==> config.mk <==
export PLATFORM = sky130hd
export DESIGN_NAME = pwm_capture_measure_top
export DESIGN_NICKNAME = d
export VERILOG_FILES = /design/src/rtl/core/pcm_pkg.sv /design/src/rtl/core/pwm_capture_measure_top.sv /design/src/rtl/core/pcm_ctrl.sv /design/src/rtl/core/pcm_datapath.sv
export SDC_FILE = /design/constraint.sdc
export NUM_CORES = 1
export LEC_CHECK = 0
export BUFFER_PORTS_ARGS = -buffer_cell sky130_fd_sc_hd__buf_2
export CORE_MARGIN = 2
export CORE_UTILIZATION = 25
export DETAILED_ROUTE_END_ITERATION = 16
export SLEW_MARGIN = 30
export SYNTH_ARGS = -nofsm -noshare
export SYNTH_HDL_FRONTEND = slang
export SYNTH_SLANG_ARGS = --single-unit
==> constraint.sdc <==
create_clock -name i_clk -period 7.3 [get_ports i_clk]
set_input_delay 1.095 -clock i_clk [delete_from_list [all_inputs] [get_ports i_clk]]
set_output_delay 1.095 -clock i_clk [all_outputs]
set_load 0.01 [all_outputs]
==> src/rtl/core/pcm_pkg.sv <==
// ----------------------------------------------------------------------------
// pcm_pkg
// Shared types and constants for the PWM capture and measure block.
// ----------------------------------------------------------------------------
`default_nettype none

package pcm_pkg;

    localparam int RATE_W = 24;
    localparam logic [RATE_W-1:0] RESET_TICK_RATE = 24'd1000000;
    localparam int PCT_SCALE = 100;

    localparam int TICKS_W = 16;
    localparam int DUTY_W  = 7;
    localparam int FREQ_W  = 24;

    // Controller to datapath
    typedef struct packed {
        logic tick;         // advance counter, sample pin
        logic start;        // clear counter
        logic stamp_rise;
        logic stamp_fall;
        logic stamp_end;    // form high, low and period
        logic load_duty;    // divider: high*100 / period
        logic load_freq;    // divider: rate / period
        logic div_step;
        logic save_duty;
        logic load_out;
    } t_cmd;

    // Datapath to controller
    typedef struct packed {
        logic rise;
        logic fall;
        logic div_done;
        logic out_busy;
    } t_status;

endpackage

`default_nettype wire

==> src/rtl/core/pwm_capture_measure_top.sv <==
// ----------------------------------------------------------------------------
// pwm_capture_measure_top
// PWM input capture: high/low time, duty in percent and frequency in Hz.
// ----------------------------------------------------------------------------
// Input stream: tuser[0] = kind (0 tick with pin sample, 1 start),
// tdata[0] = pin level. Output stream carries one result per completed
// capture (first rise, fall, second rise after a start); tuser[0] flags a
// zero period, in which case duty and frequency read 0.
// Register 0 at byte address 0 (APB) holds the tick rate in Hz used as the
// frequency numerator; write it only while no capture is in flight.
// Tick and start transactions are taken only while the block is not busy;
// the tick that completes a capture makes it busy while one restoring divider
// forms the duty and then the frequency one quotient bit a cycle over an NW-bit
// numerator, NW = max(width+7, 24), and until the result is loaded for output.
// Results sit in an output register: the input side keeps taking ticks
// while a result waits, and a new result only waits for it to drain
// when the receiver stalls. Reset clears counter, phase and output valid,
// sets the previous pin level high and the tick rate to 1000000.
// ----------------------------------------------------------------------------
`default_nettype none

module pwm_capture_measure_top
    import pcm_pkg::*;
#(
    parameter int COUNTER_WIDTH = 16
) (
    input  wire logic        i_clk,
    input  wire logic        i_rst_n,
    // input stream
    input  wire logic        i_s_axis_tvalid,
    output logic             o_s_axis_tready,
    input  wire logic [7:0]  i_s_axis_tdata,   // [0] pin_level, [7:1] zero
    input  wire logic [0:0]  i_s_axis_tuser,   // [0] kind
    // result stream
    output logic             o_m_axis_tvalid,
    input  wire logic        i_m_axis_tready,
    output logic [63:0]      o_m_axis_tdata,   // [15:0] high_ticks, [31:16] low_ticks,
                                               // [38:32] duty_percent,
                                               // [62:39] frequency_hz, [63] zero
    output logic [0:0]       o_m_axis_tuser,   // [0] period_zero
    // configuration
    input  wire logic        psel,
    input  wire logic        penable,
    input  wire logic        pwrite,
    input  wire logic [2:0]  paddr,
    input  wire logic [31:0] pwdata,
    output logic [31:0]      prdata,
    output logic             pready
);

    t_cmd              w_cmd;
    t_status           w_sts;
    logic              w_rate_we;
    logic [RATE_W-1:0] w_rate;
    logic [TICKS_W-1:0] w_high;
    logic [TICKS_W-1:0] w_low;
    logic [DUTY_W-1:0] w_duty;
    logic [FREQ_W-1:0] w_freq;
    logic              w_zero;

    assign pready    = 1'b1;
    assign w_rate_we = psel && penable && pwrite && !paddr[2];
    assign prdata    = paddr[2] ? 32'd0 : {8'd0, w_rate};

    pcm_ctrl u_ctrl (
        .i_clk      (i_clk),
        .i_rst_n    (i_rst_n),
        .i_in_valid (i_s_axis_tvalid),
        .i_kind     (i_s_axis_tuser[0]),
        .o_in_ready (o_s_axis_tready),
        .i_sts      (w_sts),
        .o_cmd      (w_cmd)
    );

    pcm_datapath #(
        .COUNTER_WIDTH (COUNTER_WIDTH)
    ) u_datapath (
        .i_clk          (i_clk),
        .i_rst_n        (i_rst_n),
        .i_cmd          (w_cmd),
        .o_sts          (w_sts),
        .i_pin_level    (i_s_axis_tdata[0]),
        .i_rate_we      (w_rate_we),
        .i_rate_wdata   (pwdata[RATE_W-1:0]),
        .o_rate         (w_rate),
        .o_out_valid    (o_m_axis_tvalid),
        .i_out_ready    (i_m_axis_tready),
        .o_high_ticks   (w_high),
        .o_low_ticks    (w_low),
        .o_duty_percent (w_duty),
        .o_frequency_hz (w_freq),
        .o_period_zero  (w_zero)
    );

    assign o_m_axis_tdata = {1'b0, w_freq, w_duty, w_low, w_high};
    assign o_m_axis_tuser = w_zero;

endmodule

`default_nettype wire

==> src/rtl/core/pcm_ctrl.sv <==
// ----------------------------------------------------------------------------
// pcm_ctrl
// Capture sequencer: tracks the edge phase and runs the two divisions.
// ----------------------------------------------------------------------------
`default_nettype none

module pcm_ctrl
    import pcm_pkg::*;
(
    input  wire logic    i_clk,
    input  wire logic    i_rst_n,
    input  wire logic    i_in_valid,
    input  wire logic    i_kind,
    output logic         o_in_ready,
    input  wire t_status i_sts,
    output t_cmd         o_cmd
);

    localparam logic [2:0] S_RUN     = 3'd0;
    localparam logic [2:0] S_DUTY_LD = 3'd1;
    localparam logic [2:0] S_DUTY    = 3'd2;
    localparam logic [2:0] S_FREQ    = 3'd3;
    localparam logic [2:0] S_OUT     = 3'd4;

    localparam logic [1:0] PH_IDLE  = 2'd0;
    localparam logic [1:0] PH_RISE1 = 2'd1;
    localparam logic [1:0] PH_FALL  = 2'd2;
    localparam logic [1:0] PH_RISE2 = 2'd3;

    logic [2:0] r_state, n_state;
    logic [1:0] r_phase, n_phase;

    always_ff @(posedge i_clk) begin
        if (!i_rst_n) begin
            r_state <= S_RUN;
            r_phase <= PH_IDLE;
        end else begin
            r_state <= n_state;
            r_phase <= n_phase;
        end
    end

    assign o_in_ready = (r_state == S_RUN);

    always_comb begin
        n_state = r_state;
        n_phase = r_phase;
        o_cmd   = '0;
        case (r_state)
            S_RUN: begin
                if (i_in_valid) begin
                    if (i_kind) begin
                        o_cmd.start = 1'b1;
                        n_phase     = PH_RISE1;
                    end else begin
                        o_cmd.tick = 1'b1;
                        if (r_phase == PH_RISE1 && i_sts.rise) begin
                            o_cmd.stamp_rise = 1'b1;
                            n_phase          = PH_FALL;
                        end else if (r_phase == PH_FALL && i_sts.fall) begin
                            o_cmd.stamp_fall = 1'b1;
                            n_phase          = PH_RISE2;
                        end else if (r_phase == PH_RISE2 && i_sts.rise) begin
                            o_cmd.stamp_end = 1'b1;
                            n_phase         = PH_IDLE;
                            n_state         = S_DUTY_LD;
                        end
                    end
                end
            end
            S_DUTY_LD: begin
                o_cmd.load_duty = 1'b1;
                n_state         = S_DUTY;
            end
            S_DUTY: begin
                if (i_sts.div_done) begin
                    o_cmd.save_duty = 1'b1;
                    o_cmd.load_freq = 1'b1;
                    n_state         = S_FREQ;
                end else begin
                    o_cmd.div_step = 1'b1;
                end
            end
            S_FREQ: begin
                if (i_sts.div_done) begin
                    n_state = S_OUT;
                end else begin
                    o_cmd.div_step = 1'b1;
                end
            end
            S_OUT: begin
                if (!i_sts.out_busy) begin
                    o_cmd.load_out = 1'b1;
                    n_state        = S_RUN;
                end
            end
            default: begin
                n_state = S_RUN;
            end
        endcase
    end

endmodule

`default_nettype wire

==> src/rtl/core/pcm_datapath.sv <==
// ----------------------------------------------------------------------------
// pcm_datapath
// Tick counter, edge timestamps, shared restoring divider, output register.
// ----------------------------------------------------------------------------
`default_nettype none

module pcm_datapath
    import pcm_pkg::*;
#(
    parameter int COUNTER_WIDTH = 16
) (
    input  wire logic              i_clk,
    input  wire logic              i_rst_n,
    input  wire t_cmd              i_cmd,
    output t_status                o_sts,
    input  wire logic              i_pin_level,
    input  wire logic              i_rate_we,
    input  wire logic [RATE_W-1:0] i_rate_wdata,
    output logic [RATE_W-1:0]      o_rate,
    output logic                   o_out_valid,
    input  wire logic              i_out_ready,
    output logic [TICKS_W-1:0]     o_high_ticks,
    output logic [TICKS_W-1:0]     o_low_ticks,
    output logic [DUTY_W-1:0]      o_duty_percent,
    output logic [FREQ_W-1:0]      o_frequency_hz,
    output logic                   o_period_zero
);

    localparam int CW    = COUNTER_WIDTH;
    localparam int PW    = CW + 1;                           // period width
    localparam int NW    = (CW + 7 > RATE_W) ? CW + 7 : RATE_W; // numerator width
    localparam int CNT_W = $clog2(NW + 1);

    logic [CW-1:0]     r_tick_counter;
    logic              r_prev_level;
    logic [CW-1:0]     r_rise_time;
    logic [CW-1:0]     r_fall_time;
    logic [CW-1:0]     r_high;
    logic [CW-1:0]     r_low;
    logic [PW-1:0]     r_period;
    logic [RATE_W-1:0] r_rate;
    logic [NW-1:0]     r_num;      // numerator in, quotient out
    logic [PW-1:0]     r_rem;
    logic [CNT_W-1:0]  r_div_cnt;
    logic [DUTY_W-1:0] r_duty;
    logic              r_out_valid;
    logic [TICKS_W-1:0] r_out_high;
    logic [TICKS_W-1:0] r_out_low;
    logic [DUTY_W-1:0] r_out_duty;
    logic [FREQ_W-1:0] r_out_freq;
    logic              r_out_zero;

    logic [CW-1:0]     n_high;
    logic [CW-1:0]     n_low;
    logic [CW+6:0]     w_product;
    logic [PW:0]       w_rem_sh;
    logic [PW:0]       w_rem_sub;
    logic              w_qbit;
    logic              w_zero;
    logic [CW+15:0]    w_high_x;
    logic [CW+15:0]    w_low_x;

    assign n_high    = r_fall_time - r_rise_time;
    assign n_low     = r_tick_counter - r_fall_time;
    assign w_product = {7'b0, r_high} * (CW+7)'(PCT_SCALE);

    // One quotient bit per cycle
    assign w_rem_sh  = {r_rem, r_num[NW-1]};
    assign w_qbit    = (w_rem_sh >= {1'b0, r_period});
    assign w_rem_sub = w_rem_sh - {1'b0, r_period};

    assign w_zero    = (r_period == '0);
    assign w_high_x  = {16'b0, r_high};
    assign w_low_x   = {16'b0, r_low};

    assign o_sts.rise     = !r_prev_level && i_pin_level;
    assign o_sts.fall     = r_prev_level && !i_pin_level;
    assign o_sts.div_done = (r_div_cnt == CNT_W'(NW));
    assign o_sts.out_busy = r_out_valid && !i_out_ready;

    always_ff @(posedge i_clk) begin
        if (!i_rst_n) begin
            r_tick_counter <= '0;
            r_prev_level   <= 1'b1;
            r_rate         <= RESET_TICK_RATE;
            r_div_cnt      <= CNT_W'(NW);
            r_out_valid    <= 1'b0;
        end else begin
            if (i_cmd.start) begin
                r_tick_counter <= '0;
            end else if (i_cmd.tick) begin
                r_tick_counter <= r_tick_counter + 1'b1;
                r_prev_level   <= i_pin_level;
            end
            if (i_rate_we) begin
                r_rate <= i_rate_wdata;
            end
            if (i_cmd.load_duty || i_cmd.load_freq) begin
                r_div_cnt <= '0;
            end else if (i_cmd.div_step) begin
                r_div_cnt <= r_div_cnt + 1'b1;
            end
            if (i_cmd.load_out) begin
                r_out_valid <= 1'b1;
            end else if (i_out_ready) begin
                r_out_valid <= 1'b0;
            end
        end
    end

    always_ff @(posedge i_clk) begin
        if (i_cmd.stamp_rise) begin
            r_rise_time <= r_tick_counter;
        end
        if (i_cmd.stamp_fall) begin
            r_fall_time <= r_tick_counter;
        end
        if (i_cmd.stamp_end) begin
            r_high   <= n_high;
            r_low    <= n_low;
            r_period <= {1'b0, n_high} + {1'b0, n_low};
        end
        if (i_cmd.save_duty) begin
            r_duty <= r_num[DUTY_W-1:0];
        end
        if (i_cmd.load_duty) begin
            r_num <= NW'(w_product);
            r_rem <= '0;
        end else if (i_cmd.load_freq) begin
            r_num <= NW'(r_rate);
            r_rem <= '0;
        end else if (i_cmd.div_step) begin
            r_num <= {r_num[NW-2:0], w_qbit};
            r_rem <= w_qbit ? w_rem_sub[PW-1:0] : w_rem_sh[PW-1:0];
        end
        if (i_cmd.load_out) begin
            r_out_high <= w_high_x[TICKS_W-1:0];
            r_out_low  <= w_low_x[TICKS_W-1:0];
            r_out_duty <= w_zero ? '0 : r_duty;
            r_out_freq <= w_zero ? '0 : r_num[FREQ_W-1:0];
            r_out_zero <= w_zero;
        end
    end

    assign o_rate         = r_rate;
    assign o_out_valid    = r_out_valid;
    assign o_high_ticks   = r_out_high;
    assign o_low_ticks    = r_out_low;
    assign o_duty_percent = r_out_duty;
    assign o_frequency_hz = r_out_freq;
    assign o_period_zero  = r_out_zero;

endmodule

`default_nettype wire

### Yosys cells after proc, flatten, opt, wreduce, memory -nomap -nowiden

Index checks and enable logic that the tools add are counted.

* add/sub/neg operators: 6
* multipliers: 1
* divide/modulo/power cells: 0
* magnitude comparators: 1
* equality and inequality tests: 16
* shift-type cells: 0
* muxes and demuxes: 39
* bitwise operators: 2
* reduce and logical (&&, ||, !) cells: 28

Operators with widths (count)
* $mux W24: 3
* $sub A16 B16 Y16: 2
* $mux W3: 9
* $mux W23: 1
* $mul A16 B5 Y21 const B: 1
* $mux W5: 4
* $ge A18 B17 Y1: 1
* $add A16 B16 Y17: 1
* $logic_not A17 Y1: 1
* $mux W17: 1
* $sub A17 B17 Y17: 1
* $add A16 B1 Y16 const B: 1
* $mux W1: 15
* $pmux W3 S5: 1
* $mux W2: 5
* $ne A2 B2 Y1 const B: 5
* $logic_and A1 B1 Y1: 9
* $reduce_and A8 Y1: 1
* $reduce_or A2 Y1: 4
* $eq A3 B2 Y1 const B: 2
* $ne A2 B1 Y1 const B: 3
* $reduce_bool A2 Y1: 3
* $add A5 B1 Y5 const B: 1
* $eq A5 B5 Y1 const B: 1
* 12 further kinds: 17

* flip-flop bits (word level): 245
* bits in latches: 0
* memory bits (writable): 0
* memory bits (read-only): 0
* bits of input ports: 51
* output and inout bits: 100
* word-level logic and storage cells: 115
* memories kept: 0

### Logic depth before layout (Yosys ltp)

Gate-level depths: netlist of the first run.

* word-level depth: 11
* mapped depth: 18

### Modules after synthesis

From an unflattened synthesis of the first run, not the netlist that was laid out.

* cell total of the unflattened synthesis: 1264
* area, all modules: 13803.2 sq um

Modules (own cells, without submodules)
* pcm_datapath: times used 1, cells each 1182, area each 13202.7 sq um, seq. area each 6536.3 sq um
* pcm_ctrl: times used 1, cells each 43, area each 342.8 sq um, seq. area each 100.1 sq um
* pwm_capture_measure_top: times used 1, cells each 39, area each 257.7 sq um, seq. area each 0.0 sq um

### Worst setup path after synthesis of the first run

No wires, ideal clock.

* path type: input -> register
* start: input i_s_axis_tdata[0]
* end: register u_datapath.r_high[0] (enable)
* setup time: 0.577 ns
* data arrival time: 6.036 ns
* required time: 6.723 ns
* slack: 0.688 ns
* cell stages on the path: 3
* buffers on the path: 0
* path through: and3b_1 nand4b_1 nor4_1

RTL lines
* start: declaration: RTL line pwm_capture_measure_top.sv:32 `input wire logic [7:0] i_s_axis_tdata,`
* end signal: assignment: RTL line pcm_datapath.sv:119 `r_high <= n_high;`
* end: declaration: RTL line pcm_datapath.sv:38 `logic [CW-1:0] r_high;`

### Worst setup path after layout of the first run

* start: register u_datapath.r_tick_counter[0]
* end: register u_datapath.r_period[16] (data pin)

* longest elaborated chain between the ends: 2

RTL lines
* start: declaration: RTL line pcm_datapath.sv:34 `logic [CW-1:0] r_tick_counter;`
* start signal: assignment: RTL line pcm_datapath.sv:92 `r_tick_counter <= r_tick_counter + 1'b1;`
* $sub A16 B16 Y16: RTL line pcm_datapath.sv:64 `assign n_low = r_tick_counter - r_fall_time;`
* net u_datapath.n_low[4]: RTL line pcm_datapath.sv:54 `logic [CW-1:0] n_low;`
* $add A16 B16 Y17: RTL line pcm_datapath.sv:121 `r_period <= {1'b0, n_high} + {1'b0, n_low};`
* end signal: assignment: RTL line pcm_datapath.sv:121
* end: declaration: RTL line pcm_datapath.sv:40 `logic [PW-1:0] r_period;`

The timed path passes the listed nets, and every way through them passes these cells.
A chain may end at the register's enable or synchronous reset.

==> impl_metrics.py, run 1 <==
metrics = {
    "detailed_routing": {
        "wire_per_inst_um": 13.90,
        "num_vias": 9492,
        "routed_wl_mm": 29.71,
        "route.detailed.drc": 0,
        "ant_nets": 0,
        "drtIter0Drc": 485,
        "vias_per_cell": 4.440,
        "dr.pass1.iters": 4,
    },
    "global_routing": {
        "antenna_found_initial": 1,
        "grt_pass1_vias": 9330,
        "grt_first_pass_wirelength_mm": 47.59,
        "overflow": 0,
        "grtUsageTotal_pct": 10.43,
        "grt_max_degree": 65,
    },
    "die": {
        "core-area_um2": 53710,
        "pin_count": 151,
        "core.rowCount": 85,
        "dieArea_um2": 56180,
        "fp.dieH_um": 237.0,
        "dieWidth_um": 237.0,
        "start_util_pct": 25.28,
    },
    "worst_setup_path": {
        "worst_path_dominant_cell_family": "adder cells",
        "cp-start-kind": "flop",
        "reg2reg_from": "u_datapath.r_tick_counter[0]",
        "r2r-end": "u_datapath.r_period[16]",
        "worstPathArrival_ps": 4670,
        "crit_slowest_cell": "dfxtp_1",
        "cpPeakStageDelay_ps": 450,
        "endpoint_kind": "flop",
        "r2r_cells": 16,
        "path_class": "flop to flop",
        "crit_cells": 16,
        "crit_fanout": 6,
        "cp.required_ps": 7560,
        "timing.reg2reg.setup_slack_ps": 2890,
        "path_cells": "inv_1, ha_1, fa_1, nor2b_4, o21a_1, nor2_1, xnor2_1, ha_1, o21ai_0, nor2_1, o31ai_1, a21oi_1, or2_1, maj3_1, a311oi_1, o21ai_1",
        "worst-path-buf-inv": 1,
    },
    "yosys": {
        "synth_area_um2": 13580,
        "syn_inst": 1295,
        "synthFlopType": "edfxtp_1",
        "ys.warnings.count": 0,
        "synth_edf_count": 173,
        "yosys.cell_types.count": 71,
        "synthArstFlopShare_pct": 0,
        "synth_seq_area_share_pct": 48.88,
        "syn_area_per_cell_um2": 10.48,
        "synth-seq-cells": 245,
    },
    "sta": {
        "skew_ps": 15.10,
        "rsz0062_at_grt": "no",
        "timing_hold_violations_final": 0,
        "setup_viol": 0,
        "fin_tns_setup_ps": 0,
        "post-route-min-period_ps": 4410,
        "period_share_pct": 60.41,
        "fmax_mhz": 226.7,
        "tightest_slew_ps": 869.6,
        "slew_headroom_pct": 40.53,
        "slew_viol_final": 0,
    },
    "final_layout": {
        "final_nets": 1605,
        "num_antenna_cells": 0,
        "ff_latch_area_um2": 6636,
        "final_cell_mix": "edfxtp_1, nand2_1, buf_2, inv_1, ha_1",
        "multiInputGateArea_um2": 6346,
        "layout_commonest_cell": "edfxtp_1",
        "design_area_um2": 15920,
        "num-fill-cells": 5467,
        "post-route-util_pct": 29.65,
        "syn2layout_area_growth_pct": 17.30,
        "drive_above_1_share_pct": 13.87,
    },
    "placement": {
        "io_buffers": 123,
        "gp_congestion": 0.7768,
        "dp_hpwl_mm": 22.71,
        "dpl_cell_area_um2": 14980,
    },
    "pwr": {
        "cellPowerDensity_nw_per_um2": 196.7,
        "vdd_drop_max_uv": 142.4,
        "p_leak_uw": 0.006620,
        "power_uw": 3132,
    },
    "job": {
        "drv_cap": 0,
    },
    "worst_hold_path": {
        "holdPathStages": 0,
        "hp-start": "u_datapath.r_low[11]",
        "whs_endpoint": "u_datapath.o_low_ticks[11]",
        "min_path_type": "flop to flop",
    },
    "clocking": {
        "cts_resized": 0,
        "cts_root_buffer": "clkbuf_16",
        "clkLatencyLatePin_ps": 530,
        "clock_path_buffers": 3,
        "htree_levels": 1,
        "cts_num_sinks": 245,
        "hold_buffers": 0,
        "clk_pin_slew_worst_paths_ps": 60,
        "cts_inserted_buffers": 27,
        "cts_tree": "yes",
        "post_cts_buffers": 0,
    },
    "outcome": {
        "outcome": "completed",
    },
}
-- final cells by class --
cell class / count / share of cell area [%]
Sequential cell: 245 / 41.68
Timing Repair Buffer: 134 / 4.463
Inverter: 118 / 2.781
Clock inverter: 19 / 1.320
Tap cell: 696 / 5.469
Clock buffer: 30 / 4.439
Multi-Input combinational cell: 896 / 39.85
-- power breakdown --
group / leakage [µW] / internal [µW] / switching, µW
Sequential: 0.00213 / 1530 / 23.4
Clock: 0.000448 / 839 / 554
Combinational: 0.00404 / 80.1 / 110
Total: 0.00662 / 2450 / 687
-- worst max path at each step --
stage                                       startpoint                 endpoint  slack (ps)
after global placement            u_datapath.r_high[2]     u_datapath.r_num[19]        2970
after CTS                         u_datapath.r_high[2]     u_datapath.r_num[19]        2880
after floorplan                      i_s_axis_tdata[0]     u_datapath.r_high[0]         690
after global routing              u_datapath.r_high[2]     u_datapath.r_num[19]        2690
final                     u_datapath.r_tick_counter[0]  u_datapath.r_period[16]        2890
after detailed placement          u_datapath.r_high[2]     u_datapath.r_num[19]        2900
-- cell families after synthesis --
logic type / Yosys count / share of synthesized area (%)
simple gates: 419 / 14.89
fa+ha+maj: 133 / 13.07
buf+inv: 162 / 4.765
compound gates: 242 / 12.18
xor+xnor: 75 / 4.894
mux: 17 / 1.253
flops: 245 / 48.88
other cells: 2 / 0.05532
-- per-stage QoR --
stage / setup slack (ps) / cells / hold WS (ps)
floorplan: 687.5 / 1303 / 400.3
global placement: 2966 / 2087 / 405.7
detailed placement: 2898 / 2087 / 405.6
CTS: 2882 / 2136 / 420.2
global route: 2687 / 2138 / 429.9
finish: 2890 / 2138 / 418.9
-- Yosys cell counts, drive strengths merged (3+ instances only) --
library cell | number | area [µm²]
a211oi | 10 | 87.58
a21boi | 23 | 172.7
o21a | 14 | 105.1
inv | 118 | 442.9
or2 | 7 | 43.80
a31oi | 25 | 162.6
fa | 15 | 300.3
clkbuf | 33 | 123.9
xnor2 | 44 | 385.4
ha | 117 | 1464
nor3 | 19 | 95.09
a2111oi | 3 | 26.28
o211ai | 4 | 35.03
a21o | 24 | 180.2
xor2 | 31 | 279.0
nand3 | 24 | 120.1
mux2i | 17 | 170.2
nor4 | 10 | 62.56
a311oi | 3 | 26.28
nand2b | 10 | 62.56
o21ai | 53 | 269.0
edfxtp | 173 | 5195
and4b | 3 | 30.03
or3 | 12 | 80.08
and2 | 6 | 37.54
o31ai | 6 | 45.04
a21oi | 46 | 234.0
nand4b | 3 | 26.28
dfxtp | 72 | 1441
and3 | 8 | 50.05
o21bai | 3 | 22.52
nor2 | 84 | 315.3
o311ai | 5 | 61.32
o2bb2a | 4 | 40.04
nor2b | 66 | 420.4
o31a | 4 | 35.03
buf | 11 | 80.07
nand4 | 8 | 50.05
o22ai | 3 | 32.53
nand2 | 152 | 570.6
-- per-layer routing --
layer	vias to the layer above	track usage (%)	part of all wire (%)
li1	4804	-	-
met1	4454	12.86	46
met2	187	18.91	48
met3	43	1.550	3.9
met4	4	2.743	2.1
met5	-	0	0.067
-- worst register-to-register path: stages (launching register included) --
cell	delay [ps]
dfxtp_1	450
inv_1	80
ha_1	210
fa_1	450
nor2b_4	150
o21a_1	110
nor2_1	40
xnor2_1	360
ha_1	340
o21ai_0	90
nor2_1	90
o31ai_1	380
a21oi_1	160
or2_1	240
maj3_1	410
a311oi_1	450
o21ai_1	130
-- registers in the layout (all words and copies together) (netlist names), 16 cells and up --
register	cells
u_datapath.o_frequency_hz	24
u_datapath.o_high_ticks	16
u_datapath.o_low_ticks	16
u_datapath.o_rate	24
u_datapath.r_fall_time	16
u_datapath.r_high	16
u_datapath.r_low	16
u_datapath.r_num	24
u_datapath.r_period	17
u_datapath.r_rem	17
u_datapath.r_rise_time	16
u_datapath.r_tick_counter	16
(Power assumes the default switching activity.)
==> run 2, diff against run 1 <==
- ABC_AREA: unset -> 1
- clock period: 7.3 -> 3.7 ns (I/O delays scaled with it)
==> impl_metrics.py, run 2 <==
metrics = {
    "outcome": {
        "outcome": "completed",
    },
    "worst_hold_path": {
        "hp-start": "pwdata[14]",
        "whs_endpoint": "u_datapath.o_rate[14]",
        "min_path_type": "input pin to flop",
        "holdPathStages": 3,
    },
    "yosys": {
        "synthArstFlopShare_pct": 0,
        "synth.most_common_cell": "inv_1",
        "synth.top_cell.area_share_pct": 37.39,
        "synth_top_area_cell": "edfxtp_1",
        "ys_top_cells_by_count": "inv_1, nand2_1, edfxtp_1",
        "synth_area_um2": 13890,
        "syn_inst": 1535,
        "ys.warnings.count": 0,
        "syn_area_per_cell_um2": 9.052,
        "synth-seq-cells": 245,
        "synthFlopType": "edfxtp_1",
        "synth_seq_area_share_pct": 47.76,
        "synth_area_leaders": "edfxtp_1, ha_1, dfxtp_1, inv_1, nand2_1",
        "yosys.cell_types.count": 56,
        "synth_edf_count": 173,
    },
    "clocking": {
        "cts_num_sinks": 245,
        "clock_path_buffers": 3,
        "hold_buffers": 0,
        "clk_pin_slew_worst_paths_ps": 60,
        "cts_inserted_buffers": 29,
        "cts_root_buffer": "clkbuf_16",
        "cts_tree": "yes",
        "htree_levels": 1,
        "clkLatencyLatePin_ps": 550,
    },
    "worst_setup_path": {
        "crit_fanout": 5,
        "cp-start-kind": "flop",
        "worst-path-buf-inv": 0,
        "cp.required_ps": 4010,
        "worst_path_dominant_cell_family": "simple AND/OR/NAND/NOR gates",
        "endpoint_kind": "flop",
        "path_class": "flop to flop",
        "worstPathArrival_ps": 3770,
        "r2r_cells": 16,
        "cpPeakStageDelay_ps": 420,
        "path_cells": "ha_1, nand2_1, nor2_1, a21oi_1, o21bai_1, xor2_1, ha_1, nand2_1, nor2_1, nand3_1, o2111ai_1, nand3_1, o21ai_2, nand2_1, nand3_1, nand2_1",
        "crit_slowest_cell": "edfxtp_1",
        "reg2reg_from": "u_datapath.r_fall_time[3]",
        "critPathMostFrequentCell": "nand2_1",
        "r2r-end": "u_datapath.r_period[15]",
        "timing.reg2reg.setup_slack_ps": 240,
    },
    "detailed_routing": {
        "routed_wl_mm": 33.24,
        "vias_per_cell": 4.348,
        "wire_per_inst_um": 13.61,
        "route.detailed.drc": 0,
        "dr.pass1.iters": 5,
        "ant_nets": 0,
        "drtIter0Drc": 575,
        "num_vias": 10620,
    },
    "placement": {
        "gp_congestion": 0.8897,
        "dp_hpwl_mm": 25.51,
        "io_buffers": 123,
    },
    "pwr": {
        "cellPowerDensity_nw_per_um2": 430.4,
        "p_leak_uw": 0.007354,
        "vdd_drop_max_uv": 318.6,
        "power_uw": 7029,
    },
    "global_routing": {
        "grt_pass1_vias": 10240,
        "grt_first_pass_wirelength_mm": 52.21,
        "grt_max_degree": 44,
        "overflow": 0,
        "grtUsageTotal_pct": 11.36,
        "antenna_found_initial": 0,
    },
    "sta": {
        "tightest_slew_ps": 948.7,
        "fin_tns_setup_ps": 0,
        "rsz0062_at_grt": "no",
        "post-route-min-period_ps": 3456,
        "timing_hold_violations_final": 0,
        "fmax_mhz": 289.4,
        "period_share_pct": 93.40,
        "skew_ps": 9.603,
        "slew_viol_final": 0,
        "setup_viol": 0,
        "slew_headroom_pct": 36.68,
    },
    "die": {
        "dieArea_um2": 57480,
        "pin_count": 151,
        "core-area_um2": 54990,
        "dieWidth_um": 239.8,
        "fp.dieH_um": 239.8,
        "core.rowCount": 86,
        "start_util_pct": 25.27,
    },
    "final_layout": {
        "syn2layout_area_growth_pct": 17.53,
        "layout_commonest_cell": "inv_1",
        "drive_above_1_share_pct": 13.05,
        "num_antenna_cells": 0,
        "final_nets": 1855,
        "final_cell_mix": "inv_1, nand2_1, edfxtp_1, nor2_1, buf_2",
    },
    "job": {
        "drv_cap": 0,
    },
}
[run 2: logic make-up (layout without fill, tap and decap cells)]
family / Yosys count / in the layout / synth area share (%)
AO/OA/AOI/OAI: 273 / 273 / 11.05
XOR/XNOR: 56 / 56 / 3.530
adder cells (fa/ha/maj): 132 / 132 / 12.70
buffers and inverters: 305 / 456 / 8.663
flip-flops: 245 / 245 / 47.76
other: 2 / 10 / 0.05405
AND/OR/NAND/NOR: 522 / 522 / 16.25
[run 2: worst reg2reg max path, stage by stage (launching register included)]
cell and delay (ps):
edfxtp_1 420, ha_1 400, nand2_1 90, nor2_1 160, a21oi_1 130, o21bai_1 260, xor2_1 320, ha_1 270
nand2_1 100, nor2_1 170, nand3_1 120, o2111ai_1 190, nand3_1 150, o21ai_2 210, nand2_1 100, nand3_1 80
nand2_1 50
[run 2: area by class of cell]
class | instances | area (µm²)
repair buffers | 139 | 748.2
clock buffers | 36 | 762.0
inverters | 264 | 992.2
multi-input cells | 993 | 6126
well taps | 748 | 935.9
fillers | 5737 | 38650
clock inverters | 17 | 127.6
flip-flops and latches | 245 | 6639
[run 2: repair_timing]
item / 4_1_cts / 5_1_grt
resized for setup: 0 / 7
setup buffers: 0 / 1
setup endpoints to repair: 0 / 4
[run 2: metrics by stage]
| step | utilization [%] | worst slack (ps) | area (µm²) | hold slack (ps) | instances |
|---|---|---|---|---|---|
| 6_report | 29.70 | 244.1 | 16330 | 231.8 | 2442 |
| 5_1_grt | 29.70 | 20.59 | 16330 | 211.6 | 2442 |
| 4_1_cts | 29.65 | 219.9 | 16310 | 204.6 | 2441 |
| 2_1_floorplan | - | 65.73 | 13930 | 400.3 | 1543 |
| 3_5_place_dp | 28.04 | 249.8 | 15420 | 405.2 | 2388 |
| 3_3_place_gp | 28.04 | 289.2 | 15420 | 408.3 | 2388 |
[run 2: power breakdown]
part / leakage, µW / internal (µW) / total (µW) / switching (µW)
logic: 0.00481 / 343 / 1070 / 724
clock network: 0.000426 / 1530 / 2650 / 1120
registers: 0.00212 / 3220 / 3310 / 92.9
total: 0.00735 / 5090 / 7030 / 1940
[run 2: per-layer routing]
metal	vias up	GRT usage, %	wire length (µm)	part of all wire, %
li1	5374	-	-	-
met1	4958	14.70	15510	47
met2	228	19.36	15500	47
met3	58	1.544	1305	3.9
met4	0	3.883	919	2.8
met5	-	0	0	0
[run 2: how the worst max path moves through the flow]
stage	startpoint	endpoint	cells after the start
6_report	u_datapath.r_fall_time[3]	u_datapath.r_period[15]	16
3_3_place_gp	u_datapath.r_high[2]	u_datapath.r_num[15]	13
2_1_floorplan	i_s_axis_tdata[0]	u_datapath.r_high[0]	6
4_1_cts	u_datapath.r_high[2]	u_datapath.r_num[15]	13
3_5_place_dp	u_datapath.r_high[2]	u_datapath.r_num[15]	13
5_1_grt	u_datapath.r_fall_time[3]	u_datapath.r_period[15]	19
==> run 3, diff against run 2 <==
- CORE_UTILIZATION: 25 -> 50
- CTS_CLUSTER_DIAMETER: unset -> 200
- PLACE_DENSITY: unset -> 0.72
==> impl_metrics.py, run 3 (synthesis results as in run 2) <==
metrics = {
    "outcome": {
        "outcome": "completed",
    },
    "clocking": {
        "cts_num_sinks": 245,
        "clkLatencyLatePin_ps": 530,
        "clock_path_buffers": 3,
        "cts_root_buffer": "clkbuf_16",
        "clk_pin_slew_worst_paths_ps": 60,
        "htree_levels": 1,
        "cts_tree": "yes",
        "cts_inserted_buffers": 27,
        "hold_buffers": 0,
    },
    "detailed_routing": {
        "num_vias": 10670,
        "wire_per_inst_um": 14.67,
        "wl_met2_mm": 13.86,
        "top_layer": "met5",
        "routed_wl_mm": 30.29,
        "wl_met1_mm": 13.65,
        "ant_nets": 0,
        "route.detailed.drc": 0,
        "dr.pass1.iters": 5,
        "wl_met3_mm": 1.570,
        "drtIter0Drc": 712,
        "vias_per_cell": 5.168,
    },
    "sta": {
        "fin_tns_setup_ps": 0,
        "tightest_slew_ps": 880.3,
        "period_share_pct": 93.08,
        "post-route-min-period_ps": 3444,
        "rsz0062_at_grt": "no",
        "skew_ps": 8.083,
        "slew_headroom_pct": 41.25,
        "timing_hold_violations_final": 0,
        "fin_ws_ps": 256.0,
        "slew_viol_final": 0,
        "setup_viol": 0,
        "fmax_mhz": 290.4,
    },
    "die": {
        "pin_count": 151,
        "core.rowCount": 61,
        "dieWidth_um": 170.7,
        "core-area_um2": 27550,
        "fp.dieH_um": 170.7,
        "dieArea_um2": 29140,
        "start_util_pct": 50.43,
    },
    "global_routing": {
        "grt_pass1_vias": 10220,
        "grt_max_degree": 54,
        "overflow": 0,
        "antenna_found_initial": 1,
        "grtUsageTotal_pct": 20.89,
        "grt_first_pass_wirelength_mm": 48.93,
    },
    "pwr": {
        "p_leak_uw": 0.007355,
        "cellPowerDensity_nw_per_um2": 452.5,
        "vdd_drop_max_uv": 322.5,
    },
    "worst_setup_path": {
        "crit_slowest_cell": "fa_1",
        "cpPeakStageDelay_ps": 490,
        "worstPathArrival_ps": 3730,
        "timing.reg2reg.setup_slack_ps": 260,
        "cp.required_ps": 3980,
        "endpoint_kind": "flop",
        "cp-start-kind": "flop",
        "path_cells": "ha_1, ha_1, inv_1, fa_1, inv_1, ha_1, a21oi_1, nand2_1, inv_1, nor2_1, nor2_1, o21ai_1, or2_2, a31o_2",
        "crit_fanout": 5,
        "path_class": "flop to flop",
    },
    "placement": {
        "gp_congestion": 0.9146,
        "dpl_cell_area_um2": 14940,
        "io_buffers": 123,
        "place_ws_ps": 123.9,
        "dp_hpwl_mm": 22.49,
    },
    "final_layout": {
        "num_antenna_cells": 0,
        "final_nets": 1849,
        "syn2layout_area_growth_pct": 14.59,
        "final_cell_mix": "inv_1, nand2_1, edfxtp_1, nor2_1, buf_2",
        "design_area_um2": 15920,
        "layout_commonest_cell": "inv_1",
        "drive_above_1_share_pct": 12.51,
    },
    "worst_hold_path": {
        "min_path_type": "input pin to flop",
    },
    "job": {
        "drv_cap": 0,
    },
}
## run 3: cell types whose count changed in the layout (fill, tap and decap cells not counted), sizes merged
cell / before / now
buf: 139 / 135
bufinv: 1 / 4
clkbuf: 36 / 37
clkinv: 12 / 8
clkinvlp: 5 / 2
inv: 263 / 262
## run 3: report_power, final
group | total, µW | leakage (µW) | internal (µW) | switching (µW)
clock network | 2840 | 0.000461 | 1760 | 1080
registers | 3320 | 0.00212 | 3220 | 98.7
logic | 1040 | 0.00478 | 343 | 701
## run 3: cell type report
type / count / area [µm²]
Clock buffer: 37 / 785.8
Tap cell: 378 / 473.0
Clock inverter: 12 / 170.2
Sequential cell: 245 / 6638
Inverter: 264 / 992.2
Timing Repair Buffer: 135 / 734.5
Multi-Input combinational cell: 993 / 6128
Fill cell: 2400 / 11630
## run 3: stage by stage
step           util, %  total power [µW]  hold WS, ps  std cells
2_1_floorplan        -              4113        400.3       1543
3_3_place_gp     54.23              4372        409.0       2014
3_5_place_dp     54.23              4410        410.2       2014
4_1_cts          57.70              7262        241.3       2063
5_1_grt          57.79              7533        263.5       2064
6_report         57.79              7204        256.4       2064
## run 3: critical path, delay by kind of cell (launching register included)
family                     cells  cell delay, ps
AOI/OAI and AO/OA              3             510
buffers and inverters          3             180
adders and majority gates      4            1440
DFF                            1             450
and+or+nand+nor                4             630
## run 3: layer usage
metal,up-vias,global-route usage (%)
met3,56,2.753
met5,-,0
li1,5359,-
met2,278,35.33
met4,2,7.952
met1,4972,27.39
## run 3: timing repair
| action | CTS | global route |
|---|---|---|
| buffers inserted | 0 | 0 |
| endpoints found under the setup margin | 0 | 9 |
| resized for setup | 0 | 7 |
## run 3: worst paths after layout
path              depth (start not counted)                          to                  from
hold / removal                            3       u_datapath.o_rate[19]            pwdata[19]
setup reg to reg                         14        u_datapath.r_num[14]  u_datapath.r_high[3]
setup / recovery                         14        u_datapath.r_num[14]  u_datapath.r_high[3]
hold reg to reg                           0  u_datapath.o_low_ticks[13]  u_datapath.r_low[13]
